==> src/url_dec_pkg.sv <==
// Package for the URL percent decoder: character constants, the decode
// phase type, the queue entry type and the hex digit helpers.
// Depends on nothing; every module of the decoder imports it.
package url_dec_pkg;

    localparam logic [7:0] CH_PCT  = 8'h25;
    localparam logic [7:0] CH_0    = 8'h30;
    localparam logic [7:0] CH_9    = 8'h39;
    localparam logic [7:0] CH_LA   = 8'h61;
    localparam logic [7:0] CH_LF   = 8'h66;
    localparam logic [7:0] CH_UA   = 8'h41;
    localparam logic [7:0] CH_UF   = 8'h46;
    localparam logic [7:0] CH_SP   = 8'h20;
    localparam logic [7:0] CH_PLUS = 8'h2B;
    localparam logic [7:0] HEX_TEN = 8'd10;

    // Number of result bytes one input byte can cause at most.
    localparam int MAX_RES = 3;

    typedef enum logic [1:0] {
        PH_IDLE = 2'd0,
        PH_PCT  = 2'd1,
        PH_DIG  = 2'd2
    } phase_t;

    // One queue entry holds all result bytes caused by one input byte.
    typedef struct packed {
        logic [1:0]               cnt;
        logic                     last;
        logic [MAX_RES-1:0][7:0]  bytes;
    } entry_t;

    function automatic logic is_hex(input logic [7:0] c);
        return (c inside {[CH_0:CH_9]}) || (c inside {[CH_LA:CH_LF]}) ||
               (c inside {[CH_UA:CH_UF]});
    endfunction

    function automatic logic [3:0] hex_value(input logic [7:0] c);
        logic [7:0] v;
        if (c inside {[CH_0:CH_9]})
            v = c - CH_0;
        else if (c inside {[CH_LA:CH_LF]})
            v = c - CH_LA + HEX_TEN;
        else if (c inside {[CH_UA:CH_UF]})
            v = c - CH_UA + HEX_TEN;
        else
            v = 8'd0;
        return v[3:0];
    endfunction

endpackage

==> src/url_dec_front.sv <==
// Front end of the URL percent decoder: accepts input bytes, tracks the
// pending percent sequence and queues one entry per byte with results.
// Depends on url_dec_pkg.
module url_dec_front
    import url_dec_pkg::*;
(
    input  logic       clk,
    input  logic       rst_n,
    input  logic       push,
    output logic       full,
    input  logic [7:0] in_byte,
    input  logic       in_last,
    input  logic       cfg_wr,
    input  logic       cfg_data,
    input  logic       q_full,
    output logic       q_wr,
    output entry_t     q_entry
);

    phase_t     phase_reg, phase_next, mid_phase;
    logic [7:0] held_reg;
    logic       plus_to_space_reg;
    logic       accept;
    logic       byte_hex;
    logic       byte_pct;
    logic [7:0] mapped;

    assign full     = q_full;
    assign accept   = push && !q_full;
    assign byte_hex = is_hex(in_byte);
    assign byte_pct = (in_byte == CH_PCT);
    assign mapped   = (plus_to_space_reg && in_byte == CH_PLUS) ? CH_SP : in_byte;

    // Next state: mid_phase is the phase after the byte, before the flush at text end.
    always_comb
    begin
        case (phase_reg)
            PH_PCT:  mid_phase = byte_hex ? PH_DIG : (byte_pct ? PH_PCT : PH_IDLE);
            PH_DIG:  mid_phase = (!byte_hex && byte_pct) ? PH_PCT : PH_IDLE;
            default: mid_phase = byte_pct ? PH_PCT : PH_IDLE;
        endcase
        if (!accept)
            phase_next = phase_reg;
        else if (in_last)
            phase_next = PH_IDLE;
        else
            phase_next = mid_phase;
    end

    // Outputs: gather the result bytes of this input into one entry.
    always_comb
    begin
        logic [1:0] n;
        logic       consumed;
        n        = 2'd0;
        consumed = 1'b0;
        q_entry  = '0;
        case (phase_reg)
            PH_PCT:
            begin
                if (byte_hex)
                    consumed = 1'b1;
                else
                begin
                    q_entry.bytes[n] = CH_PCT;
                    n = n + 2'd1;
                end
            end
            PH_DIG:
            begin
                consumed = byte_hex;
                if (byte_hex)
                begin
                    q_entry.bytes[n] = {hex_value(held_reg), hex_value(in_byte)};
                    n = n + 2'd1;
                end
                else
                begin
                    q_entry.bytes[n] = CH_PCT;
                    n = n + 2'd1;
                    q_entry.bytes[n] = held_reg;
                    n = n + 2'd1;
                end
            end
            default:
            begin
                consumed = 1'b0;
            end
        endcase
        if (!consumed && !byte_pct)
        begin
            q_entry.bytes[n] = mapped;
            n = n + 2'd1;
        end
        if (in_last)
        begin
            // A digit held at text end is always the byte that just arrived.
            case (mid_phase)
                PH_PCT:
                begin
                    q_entry.bytes[n] = CH_PCT;
                    n = n + 2'd1;
                end
                PH_DIG:
                begin
                    q_entry.bytes[n] = CH_PCT;
                    n = n + 2'd1;
                    q_entry.bytes[n] = in_byte;
                    n = n + 2'd1;
                end
                default:
                begin
                    n = n;
                end
            endcase
        end
        q_entry.cnt  = n;
        q_entry.last = in_last;
        q_wr = accept && (n != 2'd0);
    end

    always_ff @(posedge clk or negedge rst_n)
    begin
        if (!rst_n)
        begin
            phase_reg         <= PH_IDLE;
            plus_to_space_reg <= 1'b0;
        end
        else
        begin
            phase_reg <= phase_next;
            if (cfg_wr)
                plus_to_space_reg <= cfg_data;
        end
    end

    always_ff @(posedge clk)
    begin
        if (accept && phase_reg == PH_PCT && byte_hex)
            held_reg <= in_byte;
    end

endmodule

==> src/url_dec_fifo.sv <==
// Short queue of result entries between the front and back of the decoder.
// Depends on url_dec_pkg for the entry type.
module url_dec_fifo
    import url_dec_pkg::*;
#(
    parameter int DEPTH = 4
)
(
    input  logic   clk,
    input  logic   rst_n,
    input  logic   wr,
    input  entry_t wr_entry,
    output logic   q_full,
    input  logic   rd,
    output entry_t head,
    output logic   q_empty
);

    localparam int PW = (DEPTH > 1) ? $clog2(DEPTH) : 1;
    localparam int CW = $clog2(DEPTH + 1);
    localparam logic [PW-1:0] LAST_PTR = PW'(DEPTH - 1);
    localparam logic [CW-1:0] FULL_CNT = CW'(DEPTH);

    entry_t        mem [DEPTH];
    logic [PW-1:0] wp_reg, rp_reg;
    logic [CW-1:0] cnt_reg;
    logic          do_wr, do_rd;

    assign q_full  = (cnt_reg == FULL_CNT);
    assign q_empty = (cnt_reg == '0);
    assign do_wr   = wr && !q_full;
    assign do_rd   = rd && !q_empty;
    assign head    = mem[rp_reg];

    always_ff @(posedge clk)
    begin
        if (do_wr)
            mem[wp_reg] <= wr_entry;
    end

    always_ff @(posedge clk or negedge rst_n)
    begin
        if (!rst_n)
        begin
            wp_reg  <= '0;
            rp_reg  <= '0;
            cnt_reg <= '0;
        end
        else
        begin
            if (do_wr)
                wp_reg <= (wp_reg == LAST_PTR) ? '0 : wp_reg + PW'(1);
            if (do_rd)
                rp_reg <= (rp_reg == LAST_PTR) ? '0 : rp_reg + PW'(1);
            if (do_wr && !do_rd)
                cnt_reg <= cnt_reg + CW'(1);
            else if (do_rd && !do_wr)
                cnt_reg <= cnt_reg - CW'(1);
        end
    end

endmodule

==> src/url_dec_back.sv <==
// Back end of the URL percent decoder: walks the bytes of the head queue
// entry and presents them one per beat in the output register.
// Depends on url_dec_pkg.
module url_dec_back
    import url_dec_pkg::*;
(
    input  logic       clk,
    input  logic       rst_n,
    input  entry_t     head,
    input  logic       q_empty,
    output logic       rd,
    output logic       empty,
    input  logic       pop,
    output logic [7:0] out_byte,
    output logic       run_end,
    output logic       text_end
);

    logic [1:0] idx_reg;
    logic       valid_reg;
    logic [7:0] byte_reg;
    logic       run_end_reg, text_end_reg;
    logic       load, at_end;

    assign load     = !q_empty && (!valid_reg || pop);
    assign at_end   = (idx_reg == head.cnt - 2'd1);
    assign rd       = load && at_end;
    assign empty    = !valid_reg;
    assign out_byte = byte_reg;
    assign run_end  = run_end_reg;
    assign text_end = text_end_reg;

    always_ff @(posedge clk or negedge rst_n)
    begin
        if (!rst_n)
        begin
            idx_reg   <= 2'd0;
            valid_reg <= 1'b0;
        end
        else
        begin
            if (load)
            begin
                valid_reg <= 1'b1;
                idx_reg   <= at_end ? 2'd0 : idx_reg + 2'd1;
            end
            else if (pop)
                valid_reg <= 1'b0;
        end
    end

    always_ff @(posedge clk)
    begin
        if (load)
        begin
            byte_reg     <= head.bytes[idx_reg];
            run_end_reg  <= at_end;
            text_end_reg <= at_end && head.last;
        end
    end

endmodule

==> src/url_percent_decoder.sv <==
// Top level of the streaming URL percent decoder.
// Depends on url_dec_pkg, url_dec_front, url_dec_fifo and url_dec_back.
//
// Input side: present in_byte and in_last with push; a byte is taken on a
// clock edge where push is high and full is low. Output side: while empty is
// low the oldest result sits on out_byte, run_end and text_end; pop takes it.
// cfg_wr with cfg_data sets the plus-to-space mode; the user is to do so between texts, the block does not enforce it.
//
// The front decodes one byte per cycle while the queue is not full and writes
// its one to three result bytes, if any, as one entry into a queue of
// FIFO_DEPTH entries. The back drains that queue one result byte per cycle
// while pop keeps up, into the output register. When nothing waits ahead of
// it, a result goes from its queue entry into the output register.
// Throughput is one input byte per cycle as long as bytes give at most one
// result each and pop keeps up; a byte that flushes a broken sequence occupies
// the back end for up to three result bytes; the queue absorbs that until full.
// While the receiver holds pop low the output register keeps its beat, the
// queue fills and full then stalls the sender. Reset empties the queue and
// the output register, clears any pending sequence and the mode bit.
module url_percent_decoder
    import url_dec_pkg::*;
#(
    parameter int FIFO_DEPTH = 4
)
(
    input  logic       clk,
    input  logic       rst_n,
    input  logic       push,
    output logic       full,
    input  logic [7:0] in_byte,
    input  logic       in_last,
    input  logic       cfg_wr,
    input  logic       cfg_data,
    output logic       empty,
    input  logic       pop,
    output logic [7:0] out_byte,
    output logic       run_end,
    output logic       text_end
);

    entry_t wr_entry, head;
    logic   q_wr, q_full, q_rd, q_empty;

    url_dec_front u_front (
        .clk      (clk),
        .rst_n    (rst_n),
        .push     (push),
        .full     (full),
        .in_byte  (in_byte),
        .in_last  (in_last),
        .cfg_wr   (cfg_wr),
        .cfg_data (cfg_data),
        .q_full   (q_full),
        .q_wr     (q_wr),
        .q_entry  (wr_entry)
    );

    url_dec_fifo #(
        .DEPTH (FIFO_DEPTH)
    ) u_fifo (
        .clk      (clk),
        .rst_n    (rst_n),
        .wr       (q_wr),
        .wr_entry (wr_entry),
        .q_full   (q_full),
        .rd       (q_rd),
        .head     (head),
        .q_empty  (q_empty)
    );

    url_dec_back u_back (
        .clk      (clk),
        .rst_n    (rst_n),
        .head     (head),
        .q_empty  (q_empty),
        .rd       (q_rd),
        .empty    (empty),
        .pop      (pop),
        .out_byte (out_byte),
        .run_end  (run_end),
        .text_end (text_end)
    );

endmodule

==> config.mk <==
export PLATFORM = sky130hd
export DESIGN_NAME = url_percent_decoder
export DESIGN_NICKNAME = d
export VERILOG_FILES = /design/src/url_dec_pkg.sv /design/src/url_dec_front.sv /design/src/url_dec_fifo.sv /design/src/url_dec_back.sv /design/src/url_percent_decoder.sv
export SDC_FILE = /design/constraint.sdc
export NUM_CORES = 1
export LEC_CHECK = 0
export BUFFER_PORTS_ARGS = -buffer_cell sky130_fd_sc_hd__buf_4
export CORE_MARGIN = 5
export CORE_UTILIZATION = 38
export DETAILED_ROUTE_END_ITERATION = 8
export GPL_TIMING_DRIVEN = 0
export SYNTH_ARGS = -nofsm -noshare
export SYNTH_HDL_FRONTEND = slang
export SYNTH_SLANG_ARGS = --single-unit
==> constraint.sdc <==
create_clock -name clk -period 9.2 [get_ports clk]
set_input_delay 0 -clock clk [delete_from_list [all_inputs] [get_ports clk]]
set_output_delay 0 -clock clk [all_outputs]
set_load 0.05 [all_outputs]
# ---- Yosys cells after proc, flatten, opt, wreduce, memory -nomap -nowiden
# Memory sizes are Yosys's and may differ from the RTL's.
# Cells that the tools add are included.
dict set report op_classes {
  n_mux 47
  order_cmp 19
  add_sub_neg 19
  reduce_logical 38
  bitwise 3
  eq_ne 10
}
# cell count
set ops {}
lappend ops {{two-way mux 8 bit} 8}
lappend ops {{bitwise mux 24 bit} 2}
lappend ops {{demux 8 bit (select 2 bit)} 3}
lappend ops {{two-way mux 24 bit} 2}
lappend ops {{case mux 24 bit (2 select lines)} 1}
lappend ops {{greater-or-equal comparator 8 x 7 -> 1 bit (second input constant)} 4}
lappend ops {{less-or-equal comparator 8 x 7 -> 1 bit (second input constant)} 4}
lappend ops {{two-way mux 4 bit} 6}
lappend ops {{subtractor 4 x 1 -> 4 bit (second input constant)} 6}
lappend ops {{logical AND 1 bit} 23}
lappend ops {{adder 4 bit (second input constant)} 4}
lappend ops {{binary-select mux 8 bit (select 2 bit)} 1}
lappend ops {{== test 8 x 6 -> 1 bit (second input constant)} 2}
lappend ops {{greater-or-equal comparator 8 x 6 -> 1 bit (second input constant)} 2}
lappend ops {{less-or-equal comparator 8 x 6 -> 1 bit (second input constant)} 2}
lappend ops {{two-way mux 2 bit} 8}
lappend ops {{case mux 8 bit (2 select lines)} 1}
lappend ops {{AND 15 bit} 1}
lappend ops {{inverter 15 bit} 1}
lappend ops {{adder 2 x 1 -> 2 bit (second input constant)} 6}
lappend ops {{less-than comparator 2 x 3 -> 1 bit (second input constant)} 4}
lappend ops {{case mux 2 bit (2 select lines)} 3}
lappend ops {{OR 9 bit} 1}
lappend ops {{== test 2 bit (second input constant)} 4}
lappend ops {{15 further kinds} 37}
dict set report totals {
  out_inout_bits 12
  n_memories 1
  register_bits 31
  ram_bits 108
  in_bits 15
}
# name depth word_bits read_ports rd_clocked_by_memory_dff write_ports line_no
set mem_list {}
lappend mem_list {u_fifo.mem 4 27 1 0 1 url_dec_fifo.sv:24} ;# entry_t mem [DEPTH];

# ---- Longest topological paths before layout
dict set report logic_depth {
  ltp_word 20
  ltp_mapped 21
  depth_no_buf 20
}

# ---- Modules after synthesis
# A second synthesis with hierarchy kept.
dict set report hier_totals {
  hier_cells 526
  hier_area_um2 7128.1
}
# mod instances cells_each seq_area_each_um2 area_per_inst_um2
set by_module_without_submodules {}
lappend by_module_without_submodules {url_dec_fifo 1 178 3418.3 4352.9}
lappend by_module_without_submodules {url_dec_front 1 289 315.3 2104.5}
lappend by_module_without_submodules {url_dec_back 1 59 375.4 670.6}

# ---- Worst setup path before layout
# No wires, ideal clock.
dict set report synth_timing {
  kind {input to register}
  startpoint {input port in_byte[1]}
  endpoint {memory u_fifo.mem[3][0] in the netlist's numbering, enable pin}
  slack_ps 5284
  t_arrival_ps 3529
  n_path_buf 0
  t_required_ps 8814
  cell_stages 15
  path_cell_list {inv_1 ha_1 or3b_1 nand4b_2 o21a_4 mux2i_2 ha_1 a31oi_1 ha_1 o21a_1 a21oi_1 o22ai_1 a21oi_2 a41oi_4 and2_1}
}
dict set report synth_via {
  elab_chain_len 18
}
# element line_no
set synth_rtl {}
lappend synth_rtl {{from (decl)} url_percent_decoder.sv:30} ;# input logic [7:0] in_byte,
lappend synth_rtl {{parallel branches: the longest is 12 deep, another holds greater-or-equal comparator 8 x 6 -> 1 bit} -}
lappend synth_rtl {{two-way mux 2 bit *} url_dec_front.sv:95} ;# if (in_last)
lappend synth_rtl {{nonzero test 2 bit *} url_dec_front.sv:119} ;# q_wr = accept && (n != 2'd0);
lappend synth_rtl {{logical AND 1 bit *} url_dec_front.sv:119}
lappend synth_rtl {{logical AND 1 bit *} url_dec_fifo.sv:31} ;# assign do_wr = wr && !q_full;
lappend synth_rtl {{net u_fifo.do_wr} url_dec_fifo.sv:27} ;# logic do_wr, do_rd;
lappend synth_rtl {{two-way mux 1 bit *} url_dec_fifo.sv:37} ;# if (do_wr)
lappend synth_rtl {{two-way mux 1 bit (implied by the code) *} url_dec_fifo.sv:38} ;# mem[wp_reg] <= wr_entry;
lappend synth_rtl {{to (decl)} url_dec_fifo.sv:24}
# Mark *: on every way through the listed nets, which the timed path passes.

# ---- Worst setup path after layout
dict set report layout_timing {
  startpoint {input port in_byte[1]}
  endpoint {register u_fifo.cnt_reg[2]}
}
dict set report layout_via {
  elab_chain_len 19
}
# element line_no
set layout_rtl {}
lappend layout_rtl {{parallel branches: the longest is 12 deep, another holds greater-or-equal comparator 8 x 6 -> 1 bit} -}
lappend layout_rtl {{two-way mux 2 bit *} url_dec_front.sv:95}
lappend layout_rtl {{nonzero test 2 bit *} url_dec_front.sv:119}
lappend layout_rtl {{logical AND 1 bit *} url_dec_front.sv:119}
lappend layout_rtl {{logical AND 1 bit *} url_dec_fifo.sv:31}
lappend layout_rtl {{net u_fifo.do_wr} url_dec_fifo.sv:27}
lappend layout_rtl {{logical NOT 1 bit} url_dec_fifo.sv:57} ;# else if (do_rd && !do_wr)
lappend layout_rtl {{logical AND 1 bit} url_dec_fifo.sv:57}
lappend layout_rtl {{nonzero test 2 bit (no line)} -}
lappend layout_rtl {{to (signal assigned)} url_dec_fifo.sv:56} ;# cnt_reg <= cnt_reg + CW'(1);
lappend layout_rtl {{to (signal assigned)} url_dec_fifo.sv:58} ;# cnt_reg <= cnt_reg - CW'(1);
lappend layout_rtl {{to (decl)} url_dec_fifo.sv:26} ;# logic [CW-1:0] cnt_reg;
# Marked as above.
# A chain may end at the register's enable or synchronous reset.

==> run metrics <==
total power=2.248 mW; vias in the first global route=4557; CTS Sinks=139; full die area=20910 um2; clk slew on worst S/H paths=0.06 ns; status=finished, final reports clean; layout cells sized above 1=0.1865; synth unique cells=62; beginning of the worst hold path=push; Area after DPL=7371 um2; drt total wl=15940 um; Worst Slack Setup Final=4.210 ns; critical path required time=9.53 ns; synthesized area=6884 um2; FFs w/ async S/R, synth=0.09353; dpl ws=4.341 ns; H-Tree Depth=4; #FFs+latches synth=139; worst hold path type=input pin to flip-flop; syn nets=534; Most Frequent Cell on Critical Path=ha_1; clock buffer depth=2; Startpoint Class=input pin; multi-input logic area=2570 um2; vias per cell=5.491; placement row count=49; GPL Wtd Cong=0.9226; Starting Density=0.3845; Tot GR Track Use=0.1622; I/O pin count=27; Clock Skews=0.009631 ns; Final Cycle Share=0.5424; die height=144.6 um; CP max-delay cell=dlygate4sd3_1; CP Class=input pin to flip-flop; max reg flops=108; Worst setup EP type=flip-flop; dominant synthesized flop cell=edfxtp_1; RR Startpoint=u_front.phase_reg[0]; routed length per instance=20.12 um; Tmin final=4.990 ns; slew margin rel.=0.1734; crit-path max cell delay=0.54 ns; Post-CTS Resized=0; Chip Width=144.6 um; pwr/cell area=275.7 nW/um2; maxcap violations=0; drt first pass iters=5; final setup fails=0; fmax=200.4 MHz; Port Buffers=26; Hold WS=0.06015 ns; final setup TNS=0 ns; Final Max Tran Viols=0; RSZ-0062 raised after global routing=false; P_leak=2.900 nW; Remaining DRCs=0; Critical Path Start=in_byte[1]; EDFF count, synth=126; CP arrival=5.32 ns; CP delay by family, top=adder cells; Clock Latency Late Sink=0.41 ns; initial antenna violation count=0; Core Area=17900 um2; Final Hold Fails=0; total grt overflow=0; CTS tree=done; Filler cells=1604; yosys warns=0; fin area=8154 um2; DRT antenna net count=0; sequential area share after synthesis=0.5969; Detail Placement HPWL=10930 um; largest net degree at the start of global routing=28; Least-Margin Pin Slew=1.240 ns; peak supply drop=160.1 uV; Cell Chain, Critical Path=dlygate4sd3_1, buf_4, inv_1, ha_1, or3b_1, nand4b_2, o21a_4, mux2i_2, ha_1, a31oi_1, ha_1, o21a_1, a21oi_1, o22ai_1, a21oi_2, a41oi_4, ha_1, inv_1, fa_1, xor2_1, nor2_1, xor2_1; total inserted antenna cells=0; Initial DRC Count=403; Cells after Synth=491; Root Driver=clkbuf_16; worst-path maximum fanout=9; first-pass GRT wire length=25150 um; Area growth syn-to-layout=18.45%; Syn Area/Cell=14.02 um2; TritonCTS Buffers=17; routed vias=4349; Reg area=4109 um2; nets@finish=593; Buf+Inv Stages, Crit Path=4
==> worst reg2reg max path: stages, from the launching register on <==
cell	delay [ns]
dfrtp_1	0.41
inv_1	0.07
ha_1	0.17
clkbuf_1	0.38
nand2_1	0.24
ha_1	0.35
a31oi_1	0.30
ha_1	0.46
o21a_1	0.16
a21oi_1	0.04
o22ai_1	0.18
a21oi_2	0.11
a41oi_4	0.34
ha_1	0.24
inv_1	0.06
fa_1	0.37
xor2_1	0.18
nor2_1	0.14
xor2_1	0.16
==> final timing paths <==
kind | to | slack, ns | cells past startpoint
hold reg to reg | u_fifo.cnt_reg[2] | 0.51 | 1
min in group asynchronous | u_fifo.rp_reg[1] | 0.72 | 3
hold / removal | u_front.phase_reg[0] | 0.06 | 4
max in group asynchronous | u_fifo.cnt_reg[2] | 8.04 | 3
setup reg to reg | u_fifo.cnt_reg[2] | 4.76 | 18
setup / recovery | u_fifo.cnt_reg[2] | 4.21 | 22
==> where the power goes <==
group	leakage [nW]	switching, mW	total, mW	internal [mW]
Clock	0.309	0.249	0.739	0.490
Sequential	1.31	0.0421	0.875	0.833
Combinational	1.28	0.377	0.635	0.258
Total	2.90	0.668	2.25	1.58
==> layer usage <==
layer	vias to the layer above	global-route usage	part of all wire
met4	0	0.05155	0.011
met5	-	0	0
met2	132	0.2704	0.51
li1	2023	-	-
met3	15	0.03571	0.053
met1	2179	0.2123	0.43
==> layout make-up <==
cell class,count,area share
sequential,139,0.5039
multi-input combinational,298,0.3152
clock buffer,22,0.05570
timing repair buffer,40,0.04112
tap,229,0.03514
clock inverter,10,0.02317
inverter,30,0.01381
buffer,24,0.01197
==> logic make-up (layout without fill, tap and decap cells) <==
group	after synthesis	count (layout)	share of synthesized area
buffers and inverters	54	126	0.03054
AOI/OAI and AO/OA	115	115	0.1134
and+or+nand+nor	105	105	0.08433
DFF	139	139	0.5969
muxes	42	42	0.1127
xor gates and xnor gates	8	8	0.01018
adders and majority gates	28	28	0.05198
==> repair_timing <==
item | in CTS | in global routing
hold buffers | 14 | 0
buffers inserted | 0 | 0
hold endpoints to repair | 29 | 0
==> cells in the final DEF, fill, tap and decap left out, types with 4 or more instances in the layout <==
| cell | n |
|---|---|
| dfrtp_1 | 13 |
| nand2b_1 | 15 |
| o21ai_0 | 33 |
| ha_1 | 27 |
| a32oi_1 | 4 |
| dlygate4sd3_1 | 14 |
| nand2_1 | 27 |
| edfxtp_1 | 126 |
| o22ai_1 | 15 |
| and2_1 | 5 |
| clkbuf_1 | 20 |
| a32o_1 | 8 |
| a31oi_1 | 4 |
| xnor2_1 | 5 |
| and3_1 | 7 |
| nand3_1 | 13 |
| bufinv_16 | 5 |
| buf_2 | 6 |
| inv_1 | 30 |
| clkbuf_16 | 17 |
| nor2_1 | 11 |
| mux4_2 | 27 |
| buf_4 | 26 |
| a21oi_1 | 23 |
| nor3_1 | 5 |
| and2_2 | 4 |
| mux2i_1 | 9 |
==> cells in the mapped netlist (all sizes together) (2+ instances only) <==
master	n	area [um2]
nor2b	2	12.51
nand4	2	12.51
ha	27	337.8
inv	30	112.6
mux4	27	608.1
xor2	3	26.28
dfrtp	13	325.3
mux2	5	63.81
nor2	11	41.29
or4	2	15.01
o21bai	2	15.01
and2	10	65.06
a32o	8	80.08
xnor2	5	43.79
a31oi	4	25.02
edfxtp	126	3784
o31ai	3	22.52
a32oi	4	35.03
a22oi	2	15.01
o21a	4	37.53
nand2	27	101.4
buf	8	37.54
nor3	5	25.02
nand2b	15	93.84
a21oi	24	123.9
and3	7	43.79
clkbuf	16	60.06
a21o	3	22.52
nand3	13	65.06
mux2i	10	103.9
o22ai	15	93.84
nor3b	4	35.03
o21ai	33	165.2
a41oi	2	36.29
==> per-stage QoR <==
| step | instances | util |
|---|---|---|
| floorplan | 491 | - |
| global placement | 746 | 0.4114 |
| detailed placement | 746 | 0.4117 |
| CTS | 792 | 0.4555 |
| global route | 792 | 0.4555 |
| finish | 792 | 0.4555 |
Note: power is estimated with default switching activity, not from simulation.
